File: src/sv/hpr_pkg.sv
// Package for the handshake packet receiver: phase and result-kind codes,
// protocol bytes, and the structs passed between the front, queue and back.
// No dependencies.
package hpr_pkg;

  // Protocol bytes
  localparam logic [7:0]  RTS_BYTE      = 8'hAA;
  localparam logic [7:0]  CTS_BYTE      = 8'hBB;
  localparam logic [7:0]  HDR_BYTE      = 8'd42;
  localparam logic [15:0] TIMEOUT_RESET = 16'd100;

  // Command queue geometry
  localparam int QUEUE_DEPTH = 4;
  localparam int QPTR_W      = 2;

  typedef enum logic [1:0] {
    PH_IDLE   = 2'd0,
    PH_HEADER = 2'd1,
    PH_COUNT  = 2'd2,
    PH_PACKET = 2'd3
  } phase_t;

  typedef enum logic [2:0] {
    KIND_SEND       = 3'd0,
    KIND_PKT        = 3'd1,
    KIND_INCOMPLETE = 3'd2,
    KIND_UNEXPECTED = 3'd3,
    KIND_TIMEOUT    = 3'd4
  } kind_t;

  // Work item from front to back: a single result or a buffered packet
  typedef struct packed {
    logic       pkt;
    logic       bank;
    kind_t      kind;
    logic [7:0] value;
    logic [5:0] idx;
  } cmd_t;

  // Packet buffer write from front
  typedef struct packed {
    logic       we;
    logic       bank;
    logic [5:0] idx;
    logic [7:0] data;
  } buf_wr_t;

  // Buffer bank handed back by the back end
  typedef struct packed {
    logic valid;
    logic bank;
  } bank_rel_t;

endpackage

File: src/sv/hpr_queue.sv
// Short command queue between the front and back of the packet receiver.
// Depends on hpr_pkg for cmd_t and the queue geometry.
module hpr_queue (
  input  logic          clk,
  input  logic          rst_n,
  input  logic          push,
  input  hpr_pkg::cmd_t push_cmd,
  output logic          full,
  input  logic          pop,
  output hpr_pkg::cmd_t pop_cmd,
  output logic          not_empty
);

  hpr_pkg::cmd_t                entry_r [hpr_pkg::QUEUE_DEPTH];
  logic [hpr_pkg::QPTR_W-1:0]   wr_ptr_r;
  logic [hpr_pkg::QPTR_W-1:0]   rd_ptr_r;
  logic [hpr_pkg::QPTR_W:0]     count_r;

  assign full      = (count_r == (hpr_pkg::QPTR_W+1)'(hpr_pkg::QUEUE_DEPTH));
  assign not_empty = (count_r != '0);
  assign pop_cmd   = entry_r[rd_ptr_r];

  // Store entries
  always_ff @(posedge clk) begin
    if (push) begin
      entry_r[wr_ptr_r] <= push_cmd;
    end
  end

  // Advance pointers and occupancy
  always_ff @(posedge clk) begin
    if (!rst_n) begin
      wr_ptr_r <= '0;
      rd_ptr_r <= '0;
      count_r  <= '0;
    end else begin
      if (push) begin
        wr_ptr_r <= wr_ptr_r + 1'b1;
      end
      if (pop) begin
        rd_ptr_r <= rd_ptr_r + 1'b1;
      end
      if (push && !pop) begin
        count_r <= count_r + 1'b1;
      end else if (pop && !push) begin
        count_r <= count_r - 1'b1;
      end
    end
  end

endmodule

File: src/sv/hpr_front.sv
// Front end of the packet receiver: takes input beats, runs the handshake
// phases and timers, fills the packet buffer and queues commands for the back.
// Depends on hpr_pkg.
module hpr_front #(
  parameter int PACKET_BYTES = 10
) (
  input  logic              clk,
  input  logic              rst_n,
  input  logic              cfg_we,
  input  logic [15:0]       cfg_data,
  input  logic              in_valid,
  output logic              in_ready,
  input  logic              in_cmd,
  input  logic [7:0]        in_byte,
  input  logic              q_full,
  output logic              q_push,
  output hpr_pkg::cmd_t     q_cmd,
  output hpr_pkg::buf_wr_t  buf_wr,
  input  hpr_pkg::bank_rel_t bank_rel
);

  hpr_pkg::phase_t phase_r, phase_nxt;
  logic [15:0]     timer_r, timer_nxt;
  logic [15:0]     timeout_r;
  logic [7:0]      left_r, left_nxt;
  logic [5:0]      fill_r, fill_nxt;
  logic            bank_r, bank_nxt;
  logic [1:0]      busy_r, busy_nxt;

  logic            accept;
  logic [15:0]     timer_sat;
  logic            expired;
  logic [6:0]      fill_inc;
  logic            complete;
  logic [7:0]      left_dec;

  // Stall while the bank being filled still waits to be emitted
  assign in_ready = !q_full && !((phase_r == hpr_pkg::PH_PACKET) && busy_r[bank_r]);
  assign accept   = in_valid && in_ready;

  assign timer_sat = (timer_r == 16'hFFFF) ? timer_r : timer_r + 16'd1;
  assign expired   = (timer_sat >= timeout_r);
  assign fill_inc  = {1'b0, fill_r} + 7'd1;
  assign complete  = (fill_inc == 7'(PACKET_BYTES));
  assign left_dec  = left_r - 8'd1;

  // Timeout register
  always_ff @(posedge clk) begin
    if (!rst_n) begin
      timeout_r <= hpr_pkg::TIMEOUT_RESET;
    end else if (cfg_we) begin
      timeout_r <= cfg_data;
    end
  end

  // State registers
  always_ff @(posedge clk) begin
    if (!rst_n) begin
      phase_r <= hpr_pkg::PH_IDLE;
      timer_r <= '0;
      left_r  <= '0;
      fill_r  <= '0;
      bank_r  <= 1'b0;
      busy_r  <= '0;
    end else begin
      phase_r <= phase_nxt;
      timer_r <= timer_nxt;
      left_r  <= left_nxt;
      fill_r  <= fill_nxt;
      bank_r  <= bank_nxt;
      busy_r  <= busy_nxt;
    end
  end

  // Phase logic, command generation and buffer writes
  always_comb begin
    phase_nxt   = phase_r;
    timer_nxt   = timer_r;
    left_nxt    = left_r;
    fill_nxt    = fill_r;
    bank_nxt    = bank_r;
    busy_nxt    = busy_r;
    q_push      = 1'b0;
    q_cmd       = '0;
    buf_wr      = '0;
    buf_wr.bank = bank_r;
    buf_wr.idx  = fill_r;
    buf_wr.data = in_byte;

    if (bank_rel.valid) begin
      busy_nxt[bank_rel.bank] = 1'b0;
    end

    if (accept) begin
      case (phase_r)
        hpr_pkg::PH_IDLE: begin
          if (!in_cmd) begin
            q_push = 1'b1;
            if (in_byte == hpr_pkg::RTS_BYTE) begin
              q_cmd.kind  = hpr_pkg::KIND_SEND;
              q_cmd.value = hpr_pkg::CTS_BYTE;
              phase_nxt   = hpr_pkg::PH_HEADER;
              timer_nxt   = '0;
            end else begin
              q_cmd.kind  = hpr_pkg::KIND_UNEXPECTED;
              q_cmd.value = in_byte;
            end
          end
        end
        hpr_pkg::PH_HEADER: begin
          if (in_cmd) begin
            timer_nxt = timer_sat;
            if (expired) begin
              q_push     = 1'b1;
              q_cmd.kind = hpr_pkg::KIND_TIMEOUT;
              phase_nxt  = hpr_pkg::PH_IDLE;
            end
          end else if (in_byte == hpr_pkg::HDR_BYTE) begin
            phase_nxt = hpr_pkg::PH_COUNT;
            timer_nxt = '0;
          end
        end
        hpr_pkg::PH_COUNT: begin
          if (in_cmd) begin
            timer_nxt = timer_sat;
            if (expired) begin
              phase_nxt = hpr_pkg::PH_IDLE;
            end
          end else begin
            left_nxt  = in_byte;
            fill_nxt  = '0;
            timer_nxt = '0;
            phase_nxt = (in_byte == 8'd0) ? hpr_pkg::PH_IDLE : hpr_pkg::PH_PACKET;
          end
        end
        hpr_pkg::PH_PACKET: begin
          if (in_cmd) begin
            timer_nxt = timer_sat;
            if (expired) begin
              // Drop the partial packet and report how far it got
              q_push     = 1'b1;
              q_cmd.kind = hpr_pkg::KIND_INCOMPLETE;
              q_cmd.idx  = fill_r;
              fill_nxt   = '0;
              timer_nxt  = '0;
              left_nxt   = left_dec;
              if (left_dec == 8'd0) begin
                phase_nxt = hpr_pkg::PH_IDLE;
              end
            end
          end else begin
            buf_wr.we = 1'b1;
            timer_nxt = '0;
            fill_nxt  = fill_inc[5:0];
            if (complete) begin
              // Hand the full bank to the back and switch banks
              q_push           = 1'b1;
              q_cmd.pkt        = 1'b1;
              q_cmd.bank       = bank_r;
              q_cmd.kind       = hpr_pkg::KIND_PKT;
              busy_nxt[bank_r] = 1'b1;
              bank_nxt         = !bank_r;
              fill_nxt         = '0;
              left_nxt         = left_dec;
              if (left_dec == 8'd0) begin
                phase_nxt = hpr_pkg::PH_IDLE;
              end
            end
          end
        end
        default: begin
          phase_nxt = hpr_pkg::PH_IDLE;
        end
      endcase
    end
  end

endmodule

File: src/sv/hpr_back.sv
// Back end of the packet receiver: owns the two-bank packet buffer, drains the
// command queue and drives the result stream through a read stage and an
// output register. Depends on hpr_pkg.
module hpr_back #(
  parameter int PACKET_BYTES = 10
) (
  input  logic               clk,
  input  logic               rst_n,
  input  hpr_pkg::buf_wr_t   buf_wr,
  output hpr_pkg::bank_rel_t bank_rel,
  input  logic               q_valid,
  input  hpr_pkg::cmd_t      q_cmd,
  output logic               q_pop,
  output logic               out_valid,
  input  logic               out_ready,
  output hpr_pkg::kind_t     out_kind,
  output logic [7:0]         out_value,
  output logic [5:0]         out_idx,
  output logic               out_last
);

  localparam int IW = (PACKET_BYTES > 1) ? $clog2(PACKET_BYTES) : 1;
  localparam int AW = IW + 1;
  localparam logic [IW-1:0] LAST_IDX = IW'(PACKET_BYTES - 1);

  logic [7:0] mem [2**AW];

  // Emission sequencer
  logic          emit_r;
  logic          emit_bank_r;
  logic [IW-1:0] emit_idx_r;

  // Read stage
  logic           s1_valid_r;
  logic           s1_mem_r;
  hpr_pkg::kind_t s1_kind_r;
  logic [7:0]     s1_value_r;
  logic [5:0]     s1_idx_r;
  logic           s1_last_r;
  logic [7:0]     rd_data_r;

  // Output register
  logic           out_valid_r;
  hpr_pkg::kind_t out_kind_r;
  logic [7:0]     out_value_r;
  logic [5:0]     out_idx_r;
  logic           out_last_r;

  logic          s2_free;
  logic          s1_open;
  logic          issue_mem;
  logic          issue_one;
  logic          rd_bank;
  logic [IW-1:0] rd_idx;
  logic          rd_last;

  assign s2_free   = !out_valid_r || out_ready;
  assign s1_open   = !s1_valid_r || s2_free;
  assign q_pop     = s1_open && !emit_r && q_valid;
  assign issue_mem = s1_open && (emit_r || (q_valid && q_cmd.pkt));
  assign issue_one = q_pop && !q_cmd.pkt;
  assign rd_bank   = emit_r ? emit_bank_r : q_cmd.bank;
  assign rd_idx    = emit_r ? emit_idx_r : '0;
  assign rd_last   = (rd_idx == LAST_IDX);

  // Free the bank once its last byte has been read out
  assign bank_rel.valid = issue_mem && rd_last;
  assign bank_rel.bank  = rd_bank;

  // Buffer write port
  always_ff @(posedge clk) begin
    if (buf_wr.we) begin
      mem[{buf_wr.bank, buf_wr.idx[IW-1:0]}] <= buf_wr.data;
    end
  end

  // Buffer read port, registered
  always_ff @(posedge clk) begin
    if (issue_mem) begin
      rd_data_r <= mem[{rd_bank, rd_idx}];
    end
  end

  // Control: sequencer, stage valids
  always_ff @(posedge clk) begin
    if (!rst_n) begin
      emit_r      <= 1'b0;
      emit_bank_r <= 1'b0;
      emit_idx_r  <= '0;
      s1_valid_r  <= 1'b0;
      out_valid_r <= 1'b0;
    end else begin
      if (issue_mem) begin
        emit_r      <= !rd_last;
        emit_bank_r <= rd_bank;
        emit_idx_r  <= rd_idx + 1'b1;
      end
      if (s1_open) begin
        s1_valid_r <= issue_mem || issue_one;
      end
      if (s2_free) begin
        out_valid_r <= s1_valid_r;
      end
    end
  end

  // Read stage payload
  always_ff @(posedge clk) begin
    if (issue_mem) begin
      s1_mem_r   <= 1'b1;
      s1_kind_r  <= hpr_pkg::KIND_PKT;
      s1_value_r <= '0;
      s1_idx_r   <= 6'(rd_idx);
      s1_last_r  <= rd_last;
    end else if (issue_one) begin
      s1_mem_r   <= 1'b0;
      s1_kind_r  <= q_cmd.kind;
      s1_value_r <= q_cmd.value;
      s1_idx_r   <= q_cmd.idx;
      s1_last_r  <= 1'b0;
    end
  end

  // Output payload
  always_ff @(posedge clk) begin
    if (s2_free && s1_valid_r) begin
      out_kind_r  <= s1_kind_r;
      out_value_r <= s1_mem_r ? rd_data_r : s1_value_r;
      out_idx_r   <= s1_idx_r;
      out_last_r  <= s1_last_r;
    end
  end

  assign out_valid = out_valid_r;
  assign out_kind  = out_kind_r;
  assign out_value = out_value_r;
  assign out_idx   = out_idx_r;
  assign out_last  = out_last_r;

endmodule

File: src/sv/handshake_packet_receiver_unit.sv
// Top level of the handshake packet receiver: front end, command queue and
// back end with the packet buffer. Depends on hpr_pkg, hpr_front, hpr_queue, hpr_back.
//
//  channel | direction | tdata                         | tuser      | tlast
//  cfg     | in        | [15:0] timeout_ticks          | -          | -
//  in      | in        | [7:0] rx_byte                 | [0] cmd    | -
//  out     | out       | [7:0] value, [13:8] byte_index| [2:0] kind | last
//
// One input beat is taken per cycle while the command queue has room and the
// buffer bank being filled is free; a finished packet streams out one byte
// per cycle while out_tready stays high, from a two-bank buffer.
// Reset (rst_n, synchronous) returns to idle with timeout_ticks at 100.
// Output stalls back up through the read stage into the queue and then to
// in_tready; cfg_tready is always high.
module handshake_packet_receiver_unit #(
  parameter int PAYLOAD_BYTES = 8
) (
  input  logic        clk,
  input  logic        rst_n,
  input  logic        cfg_tvalid,
  output logic        cfg_tready,
  input  logic [15:0] cfg_tdata,   // [15:0] timeout_ticks
  input  logic        in_tvalid,
  output logic        in_tready,
  input  logic [7:0]  in_tdata,    // [7:0] rx_byte
  input  logic [0:0]  in_tuser,    // [0] cmd
  output logic        out_tvalid,
  input  logic        out_tready,
  output logic [15:0] out_tdata,   // [7:0] value, [13:8] byte_index, [15:14] zero
  output logic [2:0]  out_tuser,   // [2:0] kind
  output logic        out_tlast
);

  localparam int PACKET_BYTES = 2 + PAYLOAD_BYTES;

  logic               q_full;
  logic               q_push;
  hpr_pkg::cmd_t      q_push_cmd;
  logic               q_pop;
  hpr_pkg::cmd_t      q_pop_cmd;
  logic               q_valid;
  hpr_pkg::buf_wr_t   buf_wr;
  hpr_pkg::bank_rel_t bank_rel;
  hpr_pkg::kind_t     out_kind;
  logic [7:0]         out_value;
  logic [5:0]         out_idx;

  assign cfg_tready = 1'b1;

  hpr_front #(
    .PACKET_BYTES(PACKET_BYTES)
  ) u_front (
    .clk      (clk),
    .rst_n    (rst_n),
    .cfg_we   (cfg_tvalid),
    .cfg_data (cfg_tdata),
    .in_valid (in_tvalid),
    .in_ready (in_tready),
    .in_cmd   (in_tuser[0]),
    .in_byte  (in_tdata),
    .q_full   (q_full),
    .q_push   (q_push),
    .q_cmd    (q_push_cmd),
    .buf_wr   (buf_wr),
    .bank_rel (bank_rel)
  );

  hpr_queue u_queue (
    .clk       (clk),
    .rst_n     (rst_n),
    .push      (q_push),
    .push_cmd  (q_push_cmd),
    .full      (q_full),
    .pop       (q_pop),
    .pop_cmd   (q_pop_cmd),
    .not_empty (q_valid)
  );

  hpr_back #(
    .PACKET_BYTES(PACKET_BYTES)
  ) u_back (
    .clk       (clk),
    .rst_n     (rst_n),
    .buf_wr    (buf_wr),
    .bank_rel  (bank_rel),
    .q_valid   (q_valid),
    .q_cmd     (q_pop_cmd),
    .q_pop     (q_pop),
    .out_valid (out_tvalid),
    .out_ready (out_tready),
    .out_kind  (out_kind),
    .out_value (out_value),
    .out_idx   (out_idx),
    .out_last  (out_tlast)
  );

  // Pack result beat
  assign out_tdata = {2'b00, out_idx, out_value};
  assign out_tuser = out_kind;

endmodule
File: config.mk
export PLATFORM = sky130hd
export DESIGN_NAME = handshake_packet_receiver_unit
export DESIGN_NICKNAME = d
export VERILOG_FILES = /design/src/sv/hpr_pkg.sv /design/src/sv/hpr_queue.sv /design/src/sv/hpr_front.sv /design/src/sv/hpr_back.sv /design/src/sv/handshake_packet_receiver_unit.sv
export SDC_FILE = /design/constraint.sdc
export NUM_CORES = 1
export LEC_CHECK = 0
export BUFFER_PORTS_ARGS = -buffer_cell sky130_fd_sc_hd__buf_2
export CAP_MARGIN = 25
export CORE_ASPECT_RATIO = 0.6
export CORE_MARGIN = 2
export CORE_UTILIZATION = 60
export DETAILED_ROUTE_END_ITERATION = 6
export PLACE_DENSITY = 0.84
export SLEW_MARGIN = 10
export SYNTH_ARGS = -nofsm -noshare
export SYNTH_HDL_FRONTEND = slang
export SYNTH_HIERARCHICAL = 1
export SYNTH_SLANG_ARGS = --single-unit
File: constraint.sdc
create_clock -name clk -period 5.8 [get_ports clk]
set_input_delay 0.29 -clock clk [delete_from_list [all_inputs] [get_ports clk]]
set_output_delay 0.29 -clock clk [all_outputs]
set_load 0.005 [all_outputs]
==> results.toml <==
[timing]
rsz0062_at_grt = "no"
hold_viol_final = 1
maxSlewHeadroom_pct = 33.7
setup-tns-final_ps = 0
setup_viol = 0
clock.fmax_mhz = 191
holdWs_ps = -1.18
finalCritPeriodShare_pct = 90.1
finalCriticalPeriod_ps = 5230
tightest_slew_ps = 993
fin_worst_skew_ps = 12.0
drv_slew = 0

[worst_setup_path]
path_class = "flop to flop"
cp.buffers_inverters = 1
worstPathArrival_ps = 5710
slowest_stage = "nor2_1"
crit_path_frequent_cell = "ha_1"
slowest_delay_ps = 590
endpoint_kind = "flop"
crit_cells = 18
path_cells = "ha_1 > nand3_1 > nor2_1 > nand2_1 > mux2_2 > ha_1 > nor2b_1 > o211a_1 > o311ai_2 > and3_1 > o21ai_0 > and3_1 > ha_1 > inv_1 > fa_1 > xor2_1 > or3_1 > a21boi_0"
reg2reg_depth = 18
crit_fanout = 9
start_kind = "flop"
required_ps = 6280
cpLargestDelayFamily = "simple AND/OR/NAND/NOR gates"

[grt]
grt_max_degree = 46
globalRouteTotalUtil_pct = 26.8
grtUsageMet1_pct = 39.3
grt_busiest_layer = "met1"
grt_pass1_vias = 11558
antenna_found_initial = 3
grt_first_pass_wirelength_mm = 68.2
met2_usage_pct = 37.1
met3_usage_pct = 10.8
gr-total-overflow = 0

[synthesis]
seq_area_frac_synth_pct = 65.2
ys.flop_type = "edfxtp_1"
synthAdderAreaFrac_pct = 2.25
synth-async-reset-ratio_pct = 0
synth_edf_count = 363
synth-compound-area-share_pct = 10.4
syn_inst = 1375
yosys.area_share.simple_pct = 8.96
synthMuxAreaShare_pct = 8.99
syn_area_mm2 = 0.0192
synth_xor_area_share_pct = 0.729
ys_types = 81
synth_top_family_by_area = "compound AO/OA/AOI/OAI gates"
yosysWarnings = 6
avgSynthCellArea_um2 = 14.0
synth_seq_cells = 445

[routing]
first_pass_iters = 7
vias = 12165
post-route-drc-count = 1
finalWirelength_mm = 45.0
wl_per_cell_um = 24.3
drt_iter0_drc = 1593
vias_per_cell = 6.57
drtAntennaViolNets = 0

[cells_and_area]
nFillCells = 2168
syn2layout_area_growth_pct = 9.10
final_cells = 1852
layout_common_cells = "edfxtp_1 (363), nor2_1 (100), dfxtp_1 (80), mux2i_1 (73), a21oi_1 (72)"
final_cell_area_mm2 = 0.0210
final_common_cell = "edfxtp_1"
nNetsFinal = 1471
drive_gt1_share_pct = 13.6

[hold_path]
hp-class = "input port to flop"
min_path_cells = 3

[placement]
io_buffers = 49
place_area_mm2 = 0.0196
dpl.hpwl_mm = 28.5
dp_cells = 1768
routabilityCongestion = 0.903

[clock_network]
cts_setup_buffers = 0
numClockSinks = 445
numCtsBuffers = 39
clk_pin_slew_ps = 70
cts-root-buf = "clkbuf_16"
cts_tree = "yes"
clockBufferDepth = 3
clk_latency_ps = 550
htree_levels = 2

[pwr]
leakage_nw = 7.04
max-vdd-ir-drop_v = 0.000300
finalPower_mw = 8.01
pwr_density_cell_mw_per_mm2 = 382

[outcome]
violations = "DRC, hold timing"
status = "finished, violations left"

[floorplanning]
die_height_um = 143
die_x_um = 235
start_util_pct = 61.3
num_rows = 50
fp.coreArea_mm2 = 0.0313
num_io_pins = 53
die_area_mm2 = 0.0335

[flow_run]
cap_violations = 0
-- through the flow --
stage                     worst slack, ps  utilization, %
after detailed placement              737            62.5
after global placement                919            62.5
final                                 572            66.9
after floorplan                      1490               -
after global routing                  319            66.9
after CTS                             696            66.9
-- sequential cells by signal, indices dropped and copies added (netlist names), 3 cells and up, named ones only --
register	count
u_back/out_kind	3
u_back/s1_kind_r	3
u_back/s1_idx_r	6
u_queue/count_r	3
u_back/rd_data_r	8
u_front/timer_r	16
u_front/fill_r	6
u_front/timeout_r	16
u_back/mem	256
u_back/emit_idx_r	4
u_back/s1_value_r	8
u_queue/entry_r	76
u_back/out_value	8
u_front/left_r	8
u_back/out_idx	6
-- synth_stat cells (6+ instances only) --
library cell	instances	area [um2]
a22oi_1	23	173
o21a_1	8	60.1
nand3_1	20	100
dfxtp_1	82	1640
nor2_1	100	375
a211oi_1	17	128
o211ai_1	8	60.1
a221oi_1	25	219
nor4_1	6	37.5
a31oi_1	28	175
mux4_2	18	405
clkbuf_1	26	97.6
nand2_1	65	244
a32oi_1	11	96.3
mux2i_1	73	731
nand3b_1	13	97.6
nand2b_1	7	43.8
buf_2	23	115
a22o_1	6	52.6
mux4_1	9	236
o2111ai_1	8	70.1
and3_1	13	81.3
buf_6	7	78.8
nand4_1	7	43.8
edfxtp_1	363	10900
inv_1	38	143
nor2b_1	13	81.3
ha_1	33	413
and2_1	45	282
nor3_1	12	60.1
o21ai_0	34	170
xnor2_1	11	96.3
a21oi_1	72	360
mux2_2	29	327
buf_4	25	188
-- cell families (layout without fill, tap and decap cells) --
logic type / Yosys count / after routing
compound gates: 286 / 286
xor+xnor: 16 / 16
fa+ha+maj: 34 / 34
buf+inv: 125 / 183
flops: 445 / 445
mux: 131 / 131
other cells: 2 / 5
simple gates: 336 / 336
-- where the power goes --
group	switching, mW	internal, mW
registers	0.190	3.75
clock network	1.13	1.42
logic	0.918	0.598
-- final timing paths --
| kind | startpoint | end | slack [ps] |
|---|---|---|---|
| min | cfg_tdata[14] | u_front/timeout_r[14]$_SDFFE_PN0P_ | -1 |
| max reg2reg | u_front/timer_r[0]$_SDFFE_PN0P_ | u_queue/count_r[2]$_SDFFE_PN0P_ | 570 |
| min reg2reg | u_back/s1_idx_r[2]$_DFFE_PP_ | u_back/out_idx[2]$_DFFE_PP_ | 430 |
| max | u_front/timer_r[0]$_SDFFE_PN0P_ | u_queue/count_r[2]$_SDFFE_PN0P_ | 570 |
-- final cells by class --
| type | count | area [um2] | area share (%) |
|---|---|---|---|
| flip-flops and latches | 445 | 12500 | 59.8 |
| multi-input cells | 806 | 6030 | 28.7 |
| clock buffers | 50 | 1090 | 5.20 |
| well taps | 416 | 520 | 2.48 |
| repair buffers | 76 | 483 | 2.30 |
| clock inverters | 18 | 156 | 0.746 |
| inverters | 39 | 146 | 0.698 |
| diodes | 2 | 5.00 | 0.0239 |
-- repair_timing --
item,CTS,global route
resized for setup,0,0
hold buffers,14,0
endpoints found under the setup margin,0,0
endpoints found under the hold margin,14,0
-- worst register-to-register path, delay by kind of cell (launching register included) --
family | cells | cell delay, ps
AOI/OAI and AO/OA | 4 | 910
xor gates and xnor gates | 1 | 80
adders and majority gates | 4 | 1040
buffers and inverters | 1 | 80
DFF | 1 | 430
muxes | 1 | 390
and+or+nand+nor | 7 | 2250
-- routing by layer --
metal / vias up / wire length, um
met5: - / 0
met4: 0 / 797
met3: 87 / 6320
met2: 747 / 18700
met1: 5976 / 19200
li1: 5355 / -
No activity file was read; power rests on OpenSTA's default activity.
